`src/rtl/linked_queue_with_remove_top_defines.svh`:
```
// ----------------------------------------------------------------------------
// linked queue assertion macros
// property check wrappers, empty when SYNTH is defined
// ----------------------------------------------------------------------------
`ifndef LINKED_QUEUE_WITH_REMOVE_TOP_DEFINES_SVH
`define LINKED_QUEUE_WITH_REMOVE_TOP_DEFINES_SVH

`ifndef SYNTH
`define LQR_ASSERT(lbl, clk, rst_n, prop) \
  lbl: assert property (@(posedge clk) disable iff (!rst_n) prop) \
    else $error("lqr assertion failed");
`define LQR_ASSERT_IMP(lbl, clk, rst_n, ante, cons) \
  `LQR_ASSERT(lbl, clk, rst_n, (ante) |-> (cons))
`else
`define LQR_ASSERT(lbl, clk, rst_n, prop)
`define LQR_ASSERT_IMP(lbl, clk, rst_n, ante, cons)
`endif

`endif

```
`src/rtl/lqr_pkg.sv`:
```
// ----------------------------------------------------------------------------
// lqr_pkg
// shared types and constants of the linked queue with remove
// ----------------------------------------------------------------------------
package lqr_pkg;

  localparam int DEPTH_DEF       = 16;
  localparam int VALUE_WIDTH_DEF = 32;
  localparam int OUT_W           = 32;
  localparam int MODE_W          = 3;
  localparam int STATUS_W        = 3;

  typedef logic [MODE_W-1:0] lqr_mode_t;

  localparam lqr_mode_t MODE_PUSH_TAIL = 3'd0;
  localparam lqr_mode_t MODE_PUSH_HEAD = 3'd1;
  localparam lqr_mode_t MODE_POP       = 3'd2;
  localparam lqr_mode_t MODE_REMOVE    = 3'd3;
  localparam lqr_mode_t MODE_CLEAR     = 3'd4;

  typedef enum logic [STATUS_W-1:0] {
    STAT_OK        = 3'd0,
    STAT_FULL      = 3'd1,
    STAT_EMPTY     = 3'd2,
    STAT_NOT_FOUND = 3'd3,
    STAT_ZERO      = 3'd4
  } lqr_status_e;

  typedef enum logic [2:0] {
    S_IDLE,
    S_PUSH,
    S_POP_NEXT,
    S_POP_VAL,
    S_WALK_NEXT,
    S_WALK_CMP,
    S_DONE
  } lqr_state_e;

  typedef struct packed {
    logic        valid;
    lqr_status_e status;
  } lqr_res_t;

endpackage

```
`src/rtl/lqr_ram.sv`:
```
// ----------------------------------------------------------------------------
// lqr_ram
// one write port, one read port, registered read data
// ----------------------------------------------------------------------------
module lqr_ram #(
  parameter int DEPTH = lqr_pkg::DEPTH_DEF,
  parameter int WIDTH = lqr_pkg::VALUE_WIDTH_DEF
) (
  input  logic                     clk_i,
  input  logic                     we_i,
  input  logic [$clog2(DEPTH)-1:0] waddr_i,
  input  logic [WIDTH-1:0]         wdata_i,
  input  logic [$clog2(DEPTH)-1:0] raddr_i,
  output logic [WIDTH-1:0]         rdata_o
);

  logic [WIDTH-1:0] mem [DEPTH];
  logic [WIDTH-1:0] rdata_q;

  always_ff @(posedge clk_i) begin
    if (we_i) begin
      mem[waddr_i] <= wdata_i;
    end
    rdata_q <= mem[raddr_i];
  end

  assign rdata_o = rdata_q;

endmodule

```
`src/rtl/lqr_ctrl.sv`:
```
// ----------------------------------------------------------------------------
// lqr_ctrl
// sequencer, list pointers, slot allocator and the shared value compare
// ----------------------------------------------------------------------------
module lqr_ctrl #(
  parameter int DEPTH       = lqr_pkg::DEPTH_DEF,
  parameter int VALUE_WIDTH = lqr_pkg::VALUE_WIDTH_DEF,
  localparam int SLOT_W     = $clog2(DEPTH),
  localparam int CNT_W      = $clog2(DEPTH + 1)
) (
  input  logic                   clk_i,
  input  logic                   rst_ni,
  input  logic                   start_i,
  input  lqr_pkg::lqr_mode_t     mode_i,
  input  logic [VALUE_WIDTH-1:0] value_i,
  output logic                   busy_o,
  output lqr_pkg::lqr_res_t      res_o,
  output logic [VALUE_WIDTH-1:0] head_val_o,
  output logic [VALUE_WIDTH-1:0] tail_val_o,
  output logic [CNT_W-1:0]       count_o
);

  lqr_pkg::lqr_state_e  state_q, state_d;
  lqr_pkg::lqr_status_e status_q, status_d;

  logic [SLOT_W-1:0]      head_q, head_d, tail_q, tail_d;
  logic [SLOT_W-1:0]      prev_q, prev_d, cur_q, cur_d;
  logic [CNT_W-1:0]       count_q, count_d, idx_q, idx_d;
  logic [CNT_W-1:0]       fresh_q, fresh_d, ftop_q, ftop_d;
  logic [VALUE_WIDTH-1:0] head_val_q, head_val_d, tail_val_q, tail_val_d;
  logic [VALUE_WIDTH-1:0] prev_val_q, prev_val_d, val_q, val_d;
  lqr_pkg::lqr_mode_t     mode_q, mode_d;

  logic                   ent_we, lnk_we, fre_we;
  logic [SLOT_W-1:0]      ent_waddr, lnk_waddr, fre_waddr;
  logic [SLOT_W-1:0]      ent_raddr, lnk_raddr, fre_raddr;
  logic [VALUE_WIDTH-1:0] ent_wdata, ent_rdata;
  logic [SLOT_W-1:0]      lnk_wdata, lnk_rdata, fre_wdata, fre_rdata;

  logic                   hit;
  logic [SLOT_W-1:0]      slot;

  lqr_ram #(.DEPTH(DEPTH), .WIDTH(VALUE_WIDTH)) u_entry_ram (
    .clk_i   (clk_i),
    .we_i    (ent_we),
    .waddr_i (ent_waddr),
    .wdata_i (ent_wdata),
    .raddr_i (ent_raddr),
    .rdata_o (ent_rdata)
  );

  lqr_ram #(.DEPTH(DEPTH), .WIDTH(SLOT_W)) u_link_ram (
    .clk_i   (clk_i),
    .we_i    (lnk_we),
    .waddr_i (lnk_waddr),
    .wdata_i (lnk_wdata),
    .raddr_i (lnk_raddr),
    .rdata_o (lnk_rdata)
  );

  // stack of released slots, slots never used come from fresh_q
  lqr_ram #(.DEPTH(DEPTH), .WIDTH(SLOT_W)) u_free_ram (
    .clk_i   (clk_i),
    .we_i    (fre_we),
    .waddr_i (fre_waddr),
    .wdata_i (fre_wdata),
    .raddr_i (fre_raddr),
    .rdata_o (fre_rdata)
  );

  // shared compare unit
  assign hit  = (ent_rdata == val_q);
  assign slot = (ftop_q != '0) ? fre_rdata : fresh_q[SLOT_W-1:0];

  always_ff @(posedge clk_i or negedge rst_ni) begin
    if (!rst_ni) begin
      state_q <= lqr_pkg::S_IDLE;
      head_q  <= '0;
      tail_q  <= '0;
      count_q <= '0;
      fresh_q <= '0;
      ftop_q  <= '0;
    end else begin
      state_q <= state_d;
      head_q  <= head_d;
      tail_q  <= tail_d;
      count_q <= count_d;
      fresh_q <= fresh_d;
      ftop_q  <= ftop_d;
    end
  end

  always_ff @(posedge clk_i) begin
    status_q   <= status_d;
    prev_q     <= prev_d;
    cur_q      <= cur_d;
    idx_q      <= idx_d;
    head_val_q <= head_val_d;
    tail_val_q <= tail_val_d;
    prev_val_q <= prev_val_d;
    val_q      <= val_d;
    mode_q     <= mode_d;
  end

  always_comb begin
    state_d    = state_q;
    status_d   = status_q;
    head_d     = head_q;
    tail_d     = tail_q;
    prev_d     = prev_q;
    cur_d      = cur_q;
    count_d    = count_q;
    idx_d      = idx_q;
    fresh_d    = fresh_q;
    ftop_d     = ftop_q;
    head_val_d = head_val_q;
    tail_val_d = tail_val_q;
    prev_val_d = prev_val_q;
    val_d      = val_q;
    mode_d     = mode_q;
    ent_we     = 1'b0;
    ent_waddr  = slot;
    ent_wdata  = val_q;
    ent_raddr  = '0;
    lnk_we     = 1'b0;
    lnk_waddr  = '0;
    lnk_wdata  = '0;
    lnk_raddr  = '0;
    fre_we     = 1'b0;
    fre_waddr  = ftop_q[SLOT_W-1:0];
    fre_wdata  = head_q;
    fre_raddr  = SLOT_W'(ftop_q - 1'b1);
    res_o      = '{valid: 1'b0, status: status_q};

    case (state_q)
      lqr_pkg::S_IDLE: begin
        lnk_raddr = head_q;
        if (start_i) begin
          mode_d   = mode_i;
          val_d    = value_i;
          status_d = lqr_pkg::STAT_OK;
          state_d  = lqr_pkg::S_DONE;
          case (mode_i)
            lqr_pkg::MODE_PUSH_TAIL, lqr_pkg::MODE_PUSH_HEAD: begin
              if (value_i == '0) begin
                status_d = lqr_pkg::STAT_ZERO;
              end else if (count_q == CNT_W'(DEPTH)) begin
                status_d = lqr_pkg::STAT_FULL;
              end else begin
                state_d = lqr_pkg::S_PUSH;
              end
            end
            lqr_pkg::MODE_POP, lqr_pkg::MODE_REMOVE: begin
              if (count_q == '0) begin
                status_d = (mode_i == lqr_pkg::MODE_POP) ? lqr_pkg::STAT_EMPTY
                                                         : lqr_pkg::STAT_NOT_FOUND;
              end else if (mode_i == lqr_pkg::MODE_POP || head_val_q == value_i) begin
                if (count_q == CNT_W'(1)) begin
                  // last entry leaves, pointers return to their reset values
                  fre_we  = 1'b1;
                  ftop_d  = ftop_q + 1'b1;
                  head_d  = '0;
                  tail_d  = '0;
                  count_d = '0;
                end else begin
                  state_d = lqr_pkg::S_POP_NEXT;
                end
              end else if (count_q == CNT_W'(1)) begin
                status_d = lqr_pkg::STAT_NOT_FOUND;
              end else begin
                prev_d     = head_q;
                prev_val_d = head_val_q;
                idx_d      = CNT_W'(1);
                state_d    = lqr_pkg::S_WALK_NEXT;
              end
            end
            lqr_pkg::MODE_CLEAR: begin
              head_d  = '0;
              tail_d  = '0;
              count_d = '0;
              fresh_d = '0;
              ftop_d  = '0;
            end
            default: begin
            end
          endcase
        end
      end

      lqr_pkg::S_PUSH: begin
        ent_we = 1'b1;
        if (ftop_q != '0) begin
          ftop_d = ftop_q - 1'b1;
        end else begin
          fresh_d = fresh_q + 1'b1;
        end
        if (mode_q == lqr_pkg::MODE_PUSH_HEAD) begin
          lnk_we     = 1'b1;
          lnk_waddr  = slot;
          lnk_wdata  = head_q;
          head_d     = slot;
          head_val_d = val_q;
          if (count_q == '0) begin
            tail_d     = slot;
            tail_val_d = val_q;
          end
        end else begin
          if (count_q != '0) begin
            lnk_we    = 1'b1;
            lnk_waddr = tail_q;
            lnk_wdata = slot;
          end else begin
            head_d     = slot;
            head_val_d = val_q;
          end
          tail_d     = slot;
          tail_val_d = val_q;
        end
        count_d = count_q + 1'b1;
        state_d = lqr_pkg::S_DONE;
      end

      lqr_pkg::S_POP_NEXT: begin
        ent_raddr = lnk_rdata;
        fre_we    = 1'b1;
        ftop_d    = ftop_q + 1'b1;
        head_d    = lnk_rdata;
        count_d   = count_q - 1'b1;
        state_d   = lqr_pkg::S_POP_VAL;
      end

      lqr_pkg::S_POP_VAL: begin
        head_val_d = ent_rdata;
        state_d    = lqr_pkg::S_DONE;
      end

      lqr_pkg::S_WALK_NEXT: begin
        cur_d     = lnk_rdata;
        ent_raddr = lnk_rdata;
        lnk_raddr = lnk_rdata;
        state_d   = lqr_pkg::S_WALK_CMP;
      end

      lqr_pkg::S_WALK_CMP: begin
        // lnk_rdata holds the link of cur here
        if (hit) begin
          lnk_we    = 1'b1;
          lnk_waddr = prev_q;
          lnk_wdata = lnk_rdata;
          if (cur_q == tail_q) begin
            tail_d     = prev_q;
            tail_val_d = prev_val_q;
          end
          fre_we    = 1'b1;
          fre_wdata = cur_q;
          ftop_d    = ftop_q + 1'b1;
          count_d   = count_q - 1'b1;
          state_d   = lqr_pkg::S_DONE;
        end else if (CNT_W'(idx_q + 1'b1) == count_q) begin
          status_d = lqr_pkg::STAT_NOT_FOUND;
          state_d  = lqr_pkg::S_DONE;
        end else begin
          prev_d     = cur_q;
          prev_val_d = ent_rdata;
          idx_d      = idx_q + 1'b1;
          cur_d      = lnk_rdata;
          ent_raddr  = lnk_rdata;
          lnk_raddr  = lnk_rdata;
        end
      end

      lqr_pkg::S_DONE: begin
        res_o   = '{valid: 1'b1, status: status_q};
        state_d = lqr_pkg::S_IDLE;
      end

      default: begin
        state_d = lqr_pkg::S_IDLE;
      end
    endcase
  end

  assign busy_o     = (state_q != lqr_pkg::S_IDLE);
  assign head_val_o = head_val_q;
  assign tail_val_o = tail_val_q;
  assign count_o    = count_q;

endmodule

```
`src/rtl/linked_queue_with_remove_top.sv`:
```
// ----------------------------------------------------------------------------
// linked_queue_with_remove_top
// bounded linked queue of tags with push, pop, remove by value and clear
// ----------------------------------------------------------------------------
// usage:
//   a command is taken at a clock edge with start_i high and busy_o low;
//   mode_i selects push tail, push head, pop head, remove by value or clear
//   and value_i carries the tag. busy_o stays high while the command runs.
//   each command gives one result transaction: done_o is high for exactly
//   one cycle with status, head and tail values and the entry count.
//   path to done_o: errors, clear and single entry pops go straight to the
//   done state, pushes pass the push state, pops and head removes pass the
//   pop next and pop value states, and a remove beyond the head passes the
//   walk next and walk compare states; the result is then registered onto
//   done_o. a new command can be accepted in the cycle done_o is high. a
//   remove walks the list one entry per cycle through the single value comparator.
//   reset empties the queue at once, with no sweep of the slot memories.
//   the receiver has no stall: each result must be taken when done_o is high.
// ----------------------------------------------------------------------------
`include "linked_queue_with_remove_top_defines.svh"

module linked_queue_with_remove_top #(
  parameter int DEPTH       = lqr_pkg::DEPTH_DEF,
  parameter int VALUE_WIDTH = lqr_pkg::VALUE_WIDTH_DEF,
  localparam int CNT_W      = $clog2(DEPTH + 1)
) (
  input  logic                         clk_i,
  input  logic                         rst_ni,
  input  logic                         start_i,
  output logic                         busy_o,
  input  logic [lqr_pkg::MODE_W-1:0]   mode_i,
  input  logic [VALUE_WIDTH-1:0]       value_i,
  output logic                         done_o,
  output logic [lqr_pkg::STATUS_W-1:0] status_o,
  output logic [lqr_pkg::OUT_W-1:0]    head_value_o,
  output logic [lqr_pkg::OUT_W-1:0]    tail_value_o,
  output logic [CNT_W-1:0]             entry_total_o
);

  lqr_pkg::lqr_res_t       res;
  logic [VALUE_WIDTH-1:0]  head_val, tail_val;
  logic [CNT_W-1:0]        count;
  logic [lqr_pkg::OUT_W-1:0] head_out, tail_out;

  logic                         done_q;
  logic [lqr_pkg::STATUS_W-1:0] status_q;
  logic [lqr_pkg::OUT_W-1:0]    head_value_q, tail_value_q;
  logic [CNT_W-1:0]             entry_total_q;

  lqr_ctrl #(.DEPTH(DEPTH), .VALUE_WIDTH(VALUE_WIDTH)) u_ctrl (
    .clk_i      (clk_i),
    .rst_ni     (rst_ni),
    .start_i    (start_i),
    .mode_i     (mode_i),
    .value_i    (value_i),
    .busy_o     (busy_o),
    .res_o      (res),
    .head_val_o (head_val),
    .tail_val_o (tail_val),
    .count_o    (count)
  );

  if (VALUE_WIDTH >= lqr_pkg::OUT_W) begin : g_trunc
    assign head_out = head_val[lqr_pkg::OUT_W-1:0];
    assign tail_out = tail_val[lqr_pkg::OUT_W-1:0];
  end else begin : g_ext
    assign head_out = {{(lqr_pkg::OUT_W - VALUE_WIDTH){1'b0}}, head_val};
    assign tail_out = {{(lqr_pkg::OUT_W - VALUE_WIDTH){1'b0}}, tail_val};
  end

  always_ff @(posedge clk_i or negedge rst_ni) begin
    if (!rst_ni) begin
      done_q <= 1'b0;
    end else begin
      done_q <= res.valid;
    end
  end

  // stored values are stale once the queue is empty, report zero instead
  always_ff @(posedge clk_i) begin
    if (res.valid) begin
      status_q      <= res.status;
      head_value_q  <= (count != '0) ? head_out : '0;
      tail_value_q  <= (count != '0) ? tail_out : '0;
      entry_total_q <= count;
    end
  end

  assign done_o        = done_q;
  assign status_o      = status_q;
  assign head_value_o  = head_value_q;
  assign tail_value_o  = tail_value_q;
  assign entry_total_o = entry_total_q;

  `LQR_ASSERT_IMP(a_accept_busy, clk_i, rst_ni, start_i && !busy_o, ##1 busy_o)
  `LQR_ASSERT_IMP(a_done_single, clk_i, rst_ni, done_o, ##1 !done_o)
  `LQR_ASSERT_IMP(a_full_count, clk_i, rst_ni, done_o && status_o == lqr_pkg::STAT_FULL, entry_total_o == CNT_W'(DEPTH))
  `LQR_ASSERT_IMP(a_empty_zero, clk_i, rst_ni, done_o && entry_total_o == '0, head_value_o == '0 && tail_value_o == '0)

endmodule
```
`config.mk`:
```
export PLATFORM = sky130hd
export DESIGN_NAME = linked_queue_with_remove_top
export DESIGN_NICKNAME = d
export VERILOG_FILES = /design/src/rtl/lqr_pkg.sv /design/src/rtl/lqr_ram.sv /design/src/rtl/lqr_ctrl.sv /design/src/rtl/linked_queue_with_remove_top.sv
export VERILOG_INCLUDE_DIRS = /design/src /design/src/rtl
export SDC_FILE = /design/constraint.sdc
export NUM_CORES = 1
export LEC_CHECK = 0
export BUFFER_PORTS_ARGS = -buffer_cell sky130_fd_sc_hd__clkbuf_2
export CAP_MARGIN = 20
export CORE_MARGIN = 1.5
export CORE_UTILIZATION = 40
export CTS_CLUSTER_DIAMETER = 100
export DETAILED_ROUTE_END_ITERATION = 16
export GPL_ROUTABILITY_DRIVEN = 0
export PLACE_DENSITY = 0.61
export SLEW_MARGIN = 15
export SYNTH_ARGS = -nofsm -noshare
export SYNTH_HDL_FRONTEND = slang
export SYNTH_SLANG_ARGS = --single-unit
```
`constraint.sdc`:
```
create_clock -name clk_i -period 5 [get_ports clk_i]
set_input_delay 0.5 -clock clk_i [delete_from_list [all_inputs] [get_ports clk_i]]
set_output_delay 0.5 -clock clk_i [all_outputs]
set_load 0.05 [all_outputs]
```
==> reports/results.txt, run 1 <==
core area -> 93300 sq um
worst min path class -> in2reg
H-Tree Depth -> 3
Worst Path Arrival -> 4.58 ns
Post-CTS Resized -> 0
hold-critical path depth -> 1
Skew-Pair Late Insertion Delay -> 0.68 ns
non-filler instance count after layout -> 3917
commonest cells after routing, fill and taps aside -> 859 x edfxtp_1, 326 x nand2_1, 212 x mux2_2
clk buf depth -> 3
FMAX -> 248 MHz
top cells by area, synth -> edfxtp_1 68%, mux2_2 6.3%, nand2_1 3.3%
Reg power frac -> 43.0%
PnR worst setup slack -> 0.969 ns
via count of the first global-routing pass -> 21600
Setup CP Type -> reg2reg
slowest CP cell -> o211ai_4
NetSw -> 0.00883 W
post-synth top area cell -> edfxtp_1
Power Internal -> 0.0163 W
Final Slew Violations -> 0
CTS tree -> built
DR DRC count -> 0
Sw Share -> 35.1%
post-layout min period -> 4.03 ns
post-synthesis async set-or-reset flop share -> 2.81%
first-pass GRT wire length -> 141000 um
cts bufs inserted -> 95
port bufs -> 111
synthesized area -> 37700 sq um
DRT Pass-1 Iters -> 6
worst slack, placed -> 0.999 ns
reg2reg path depth -> 8
Final period util -> 80.6%
Critical Path RT -> 5.55 ns
total wire length -> 96200 um
HPWL after detailed placement -> 58700 um
Setup Total Neg Slack -> 0 ns
placed insts -> 3742
Slew @ Worst Pin -> 1.08 ns
clock network power share -> 26.5%
Hold Vio Cnt, Final -> 0
startpoint types -> flip-flop
area growth from synthesis to layout -> 14.3%
flops & latches, synth -> 925
CTS sink count -> 925
FP Rows -> 112
Hold Slack -> 0.0644 ns
Die Ht -> 310 um
post-synthesis cell type count -> 79
Syn Inst Count -> 2418
vias after detailed routing -> 21400
final instance area -> 43100 sq um
CP Max Fanout -> 38
Synth Area per Inst -> 15.6 sq um
leakage power -> 14.4 nW
Initial Utilization -> 40.4%
Die ar. -> 96000 sq um
post-synth net total -> 2466
drt via density -> 5.46
RSZ-0062 raised after global routing -> no
largest net degree at the start of global routing -> 75
VDD IR max -> 0.315 mV
Worst path max stage delay -> 0.86 ns
antenna violations before repair -> 6
top-level port count -> 112
Max-Cap Viols -> 0
DIE WIDTH -> 310 um
Stages on worst setup path -> 8
nets -> 2634
Routed Antenna Nets -> 0
EDFF count, synth -> 859
CP Buf/Inv Count -> 1
crit-path leading delay family -> simple AND/OR/NAND/NOR gates
CP endpoint kind -> flip-flop
GR Util All Layers -> 20.0%
Max-Slew Margin vs Limit -> 27.7%
DR iter-0 viols -> 2071
status -> complete, no violations
Setup violations, final -> 0
Root Driver -> clkbuf_16
Main synth FF type -> edfxtp_1
Congestion Overflow GR -> 0
DP Area -> 40100 sq um
Synthesis Warnings -> 0
Yosys top cell area share -> 68.5%
Clock Skews -> 0.0409 ns
post-synthesis sequential area ratio -> 72.3%
clock slew at reported path FFs -> 0.06 ns
commonest non-fill, non-tap cell in the layout -> edfxtp_1
drt wl/cell -> 24.6 um
Combinational Power Share -> 30.5%
CP cell instances -> xor2_1, nor4_2, and4_1, a21boi_4, o211ai_4, buf_4, a211oi_1, or4_1
pwr/cell area -> 584 nW/um^2
layout cells sized above 1 -> 22.9%
## synthesized netlist by cell type (6+ instances only)
| cell type | number |
|---|---|
| a211oi_1 | 21 |
| buf_2 | 31 |
| buf_6 | 10 |
| nor4_2 | 8 |
| nor2_1 | 87 |
| a221o_1 | 7 |
| and2_1 | 75 |
| mux2_1 | 18 |
| a21oi_1 | 25 |
| mux2_2 | 212 |
| nand3_1 | 19 |
| nor4_1 | 18 |
| xor2_1 | 69 |
| nand2_1 | 327 |
| xnor2_1 | 6 |
| a31oi_1 | 50 |
| nand4_1 | 6 |
| mux4_2 | 20 |
| a21boi_0 | 7 |
| o21ai_0 | 62 |
| o211ai_1 | 8 |
| o32ai_1 | 9 |
| o21ai_1 | 13 |
| clkbuf_1 | 66 |
| mux2i_1 | 50 |
| or4_1 | 6 |
| edfxtp_1 | 859 |
| dfxtp_1 | 40 |
| buf_1 | 12 |
| nand2b_1 | 12 |
| inv_1 | 14 |
| nor2b_1 | 9 |
| ha_1 | 10 |
| and3_1 | 6 |
| a22oi_1 | 78 |
| dfrtp_1 | 26 |
| nor3_1 | 15 |
| nand4b_1 | 29 |
## worst reg2reg max path: cells and delay by family (launching register included)
kind / cells / cell delay [ns]
AND/OR/NAND/NOR: 3 / 1.25
XOR/XNOR: 1 / 0.25
AO/OA/AOI/OAI: 3 / 1.16
flip-flops: 1 / 0.80
buffers and inverters: 1 / 0.47
## per-stage QoR
step,utilization [%],power (W)
after floorplan,-,0.0160
after global placement,43.0,0.0185
after detailed placement,43.0,0.0186
after CTS,46.1,0.0253
after global routing,46.1,0.0262
final,46.1,0.0252
## metal layers
metal	vias up	part of all wire (%)	track usage (%)
li1	9571	-	-
met1	10900	41	26.1
met2	778	49	33.3
met3	189	6.5	3.58
met4	4	3.4	7.29
met5	-	0.024	0
## power by group through the flow
stage / sequential [W] / clock [W] / combinational (W)
after floorplan: 0.0112 / 0 / 0.00481
after global placement: 0.0109 / 0 / 0.00754
after detailed placement: 0.0110 / 0 / 0.00766
after CTS: 0.0108 / 0.00678 / 0.00769
after global routing: 0.0109 / 0.00706 / 0.00826
final: 0.0108 / 0.00667 / 0.00767
## sequential cells by signal (all words and copies together) (netlist names), 5 cells and up
signal,flops
u_ctrl.u_entry_ram.rdata_o,32
u_ctrl.tail_val_o,32
u_ctrl.idx_q,5
entry_total_o,5
u_ctrl.prev_val_q,32
u_ctrl.u_free_ram.mem,64
u_ctrl.u_link_ram.mem,64
u_ctrl.ftop_q,5
tail_value_o,32
u_ctrl.ent_wdata,32
u_ctrl.head_val_o,32
head_value_o,32
u_ctrl.u_entry_ram.mem,512
u_ctrl.count_o,5
## path summary, 6_finish.rpt
path	start	to	slack, ns
max	u_ctrl.ent_wdata[13]	u_ctrl.u_entry_ram.rdata_o[12]	0.97
min	value_i[5]	u_ctrl.ent_wdata[5]	0.06
max reg2reg	u_ctrl.ent_wdata[13]	u_ctrl.u_entry_ram.rdata_o[12]	0.97
min reg2reg	u_ctrl.status_q[0]	status_o[0]	0.42
max in group asynchronous	rst_ni	u_ctrl.head_q[3]	3.99
min in group asynchronous	rst_ni	u_ctrl.fresh_q[2]	0.50
## final cells by class
type	instances	area (sq um)
tap	1254	1570
clock buffer	131	2620
antenna	2	5.00
clock inverter	41	315
timing repair buffer	193	1250
multi-input combinational	1357	10000
fill	8065	50300
inverter	14	52.6
sequential	925	27200
## cells by family after synthesis
| kind of cell | Yosys count | share of synthesized area, % |
|---|---|---|
| simple gates | 641 | 8.23 |
| fa+ha+maj | 10 | 0.332 |
| flops | 925 | 72.3 |
| xor+xnor | 78 | 1.93 |
| mux | 300 | 9.40 |
| compound gates | 328 | 6.11 |
| buf+inv | 136 | 1.69 |
## what timing repair did
action	in CTS	in global routing
hold buffers	1	0
hold endpoints to repair	26	0
setup buffers	0	0
Note: power is estimated with default switching activity, not from simulation.
==> run 2: changes to the inputs <==
clock period = 3.45 ns   (was 5 ns; I/O delays follow)
==> run 2 against run 1 <==
Net effect: global-route usage rose by 0.50 points; critical path type unchanged; critical path depth increased by 3; hold slack got worse by 0.015 ns; largest power group unchanged; sequential power increased by 43%; sequential share of layout area down 2.4 points.
==> reports/results.txt, run 2 (synthesized netlist as in run 1, its figures left out) <==
status -> complete, no violations
clk buf depth -> 3 (unchanged)
FP Rows -> 112 (unchanged)
Slew @ Worst Pin -> 1.01 ns (-0.0697 ns)
WL met1 -> 42300 um (+7.5%)
footprint of the multi-input gates -> 10100 sq um (+0.68%)
drt via density -> 5.46 (about the same)
Reg power frac -> 40.9% (-2.1 points)
non-filler instance count after layout -> 4068 (+3.9%)
cts bufs inserted -> 92 (-3.2%)
Final period util -> 98.6% (+18 points)
drt wl/cell -> 24.4 um (-0.65%)
Fill cells -> 7949 (-1.4%)
HPWL after detailed placement -> 61700 um (+5.1%)
nets -> 2782 (+5.6%)
fin util -> 48.0% (+1.9 points)
Max-Cap Viols -> 0 (unchanged)
vias after detailed routing -> 22200 (+3.9%)
Die ar. -> 96000 sq um (unchanged)
NetSw -> 0.0132 W (+49%)
reg2reg path depth -> 11 (+3)
Design Power -> 0.0376 W (+50%)
worst slack, placed -> -0.151 ns (-1.15 ns)
CP cell instances -> xor2_1, buf_4, nor4_4, nand4_2, o21ai_4, buf_4, a2111oi_4, and2_1, buf_12, a22oi_1, nand4b_1
Top Metal Used -> met5
Antenna Cells -> 0 (-2)
largest net degree at the start of global routing -> 69 (-8.0%)
startpoint types -> flip-flop
Critical R2R Launch -> u_ctrl.u_entry_ram.rdata_o[28]
H-Tree Depth -> 3 (unchanged)
via count of the first global-routing pass -> 22200 (+2.9%)
antenna violations before repair -> 3 (-3)
wire length on met3 -> 5480 um (-13%)
VDD IR max -> 0.480 mV (+53%)
Reg2Reg Setup Slack -> 0.05 ns (-0.92 ns)
Setup violations, final -> 0 (unchanged)
Sw Share -> 34.9% (-0.15 points)
pwr/cell area -> 840 nW/um^2 (+44%)
Final Slew Violations -> 0 (unchanged)
DR WL met2 -> 48600 um (+2.7%)
DRT Pass-1 Iters -> 6 (unchanged)
clock network power share -> 26.1% (-0.4 points)
largest register by flop count -> u_ctrl.u_entry_ram.mem
Worst path max stage delay -> 0.47 ns (-0.39 ns)
DR iter-0 viols -> 2406 (+16%)
port bufs -> 111 (unchanged)
Congestion Overflow GR -> 0 (unchanged)
CP Launch Point -> u_ctrl.u_entry_ram.rdata_o[28]
commonest non-fill, non-tap cell in the layout -> edfxtp_1
leakage power -> 15.3 nW (+6.2%)
Worst Path Arrival -> 3.79 ns (-0.79 ns)
worst min path class -> in2reg
placed insts -> 3839 (+2.6%)
core area -> 93300 sq um (unchanged)
RSZ-0062 raised after global routing -> no
sequential cell area -> 27200 sq um (unchanged)
max reg flops -> 512 (unchanged)
top-level port count -> 112 (unchanged)
slowest CP cell -> dfxtp_1
GR Util All Layers -> 20.5% (+0.50 points)
total wire length -> 99300 um (+3.2%)
Die Ht -> 310 um (unchanged)
Initial Utilization -> 40.4% (unchanged)
commonest cells after routing, fill and taps aside -> 859 x edfxtp_1, 326 x nand2_1, 212 x mux2_2
PnR worst setup slack -> 0.0470 ns (-0.922 ns)
Combinational Power Share -> 33.0% (+2.5 points)
Hold Vio Cnt, Final -> 0 (unchanged)
CTS sink count -> 925 (unchanged)
Clock Skews -> 0.0437 ns (+0.00286 ns)
Largest regs -> u_ctrl.u_entry_ram.mem: 512 flops, u_ctrl.u_free_ram.mem: 64 flops, u_ctrl.u_link_ram.mem: 64 flops
CP endpoint kind -> flip-flop
DR DRC count -> 0 (unchanged)
CP Max Fanout -> 25 (-34%)
post-layout min period -> 3.40 ns (-0.628 ns)
CTS tree -> built
Worst path most repeated cell -> buf_4
Crit Reg-Reg Endpoint -> u_ctrl.u_entry_ram.rdata_o[24]
area growth from synthesis to layout -> 18.9%
Setup CP Type -> reg2reg
Root Driver -> clkbuf_16
Skew-Pair Late Insertion Delay -> 0.68 ns (about the same)
DIE WIDTH -> 310 um (unchanged)
clock slew at reported path FFs -> 0.06 ns (about the same)
Power Internal -> 0.0245 W (+50%)
first-pass GRT wire length -> 145000 um (+2.8%)
Critical Path RT -> 3.84 ns (-1.71 ns)
Max-Slew Margin vs Limit -> 32.7% (+5.0 points)
layout cells sized above 1 -> 26.2% (+3.3 points)
FMAX -> 294 MHz (+18%)
Routed Antenna Nets -> 0 (unchanged)
Setup crit end -> u_ctrl.u_entry_ram.rdata_o[24]
run 2: cell type report:
cell class                      instances  share of cell area, %
Timing Repair Buffer                  343                   6.43
Multi-Input combinational cell       1358                   22.5
Clock inverter                         52                   1.10
Sequential cell                       925                   60.8
Tap cell                             1254                   3.50
Inverter                               14                  0.117
Clock buffer                          122                   5.55
run 2: metrics by stage:
stage | hold slack [ns] | cell area, sq um | setup TNS (ns)
after floorplan | 0.0494 | 37700 | -189.22
after global placement | 0.426 | 41300 | -0.308
after detailed placement | 0.435 | 41300 | -0.285
after CTS | 0.0124 | 44600 | 0
after global routing | 0.0251 | 44800 | 0
final | 0.0497 | 44800 | 0
run 2: repair_timing:
action,in CTS,in global routing
hold endpoints to repair,58,0
cloned,0,1
endpoints found under the setup margin,2,15
pin swaps,5,3
setup buffers,5,16
hold buffers,33,0
gates resized for setup,3,2
run 2: how the worst min path moves through the flow:
stage,startpoint,to,slack (ns),cells after the start
final,mode_i[1],u_ctrl.mode_q[1],0.05,1
after global routing,mode_i[2],u_ctrl.mode_q[2],0.03,1
after CTS,mode_i[2],u_ctrl.mode_q[2],0.01,1
after detailed placement,u_ctrl.status_q[1],status_o[1],0.44,0
after global placement,u_ctrl.status_q[2],status_o[2],0.43,0
after floorplan,rst_ni,done_o,0.05,0
run 2: power by group through the flow:
stage | combinational [W] | clock, W | sequential, W
after global routing | 0.0133 | 0.0104 | 0.0155
after floorplan | 0.00701 | 0 | 0.0162
after global placement | 0.0120 | 0 | 0.0156
final | 0.0124 | 0.00983 | 0.0154
after CTS | 0.0124 | 0.00998 | 0.0154
after detailed placement | 0.0123 | 0 | 0.0156
run 2: critical path, delay by kind of cell, from the launching register on:
kind / cells / cell delay [ns]
AOI/OAI and AO/OA: 3 / 0.63
xor gates and xnor gates: 1 / 0.14
buffers and inverters: 3 / 0.57
DFF: 1 / 0.47
and+or+nand+nor: 4 / 1.28
run 2: routing by layer:
| metal | vias up | track usage, % |
|---|---|---|
| li1 | 9882 | - |
| met1 | 11400 | 27.5 |
| met2 | 788 | 34.3 |
| met3 | 172 | 3.00 |
| met4 | 2 | 6.39 |
| met5 | - | 0 |
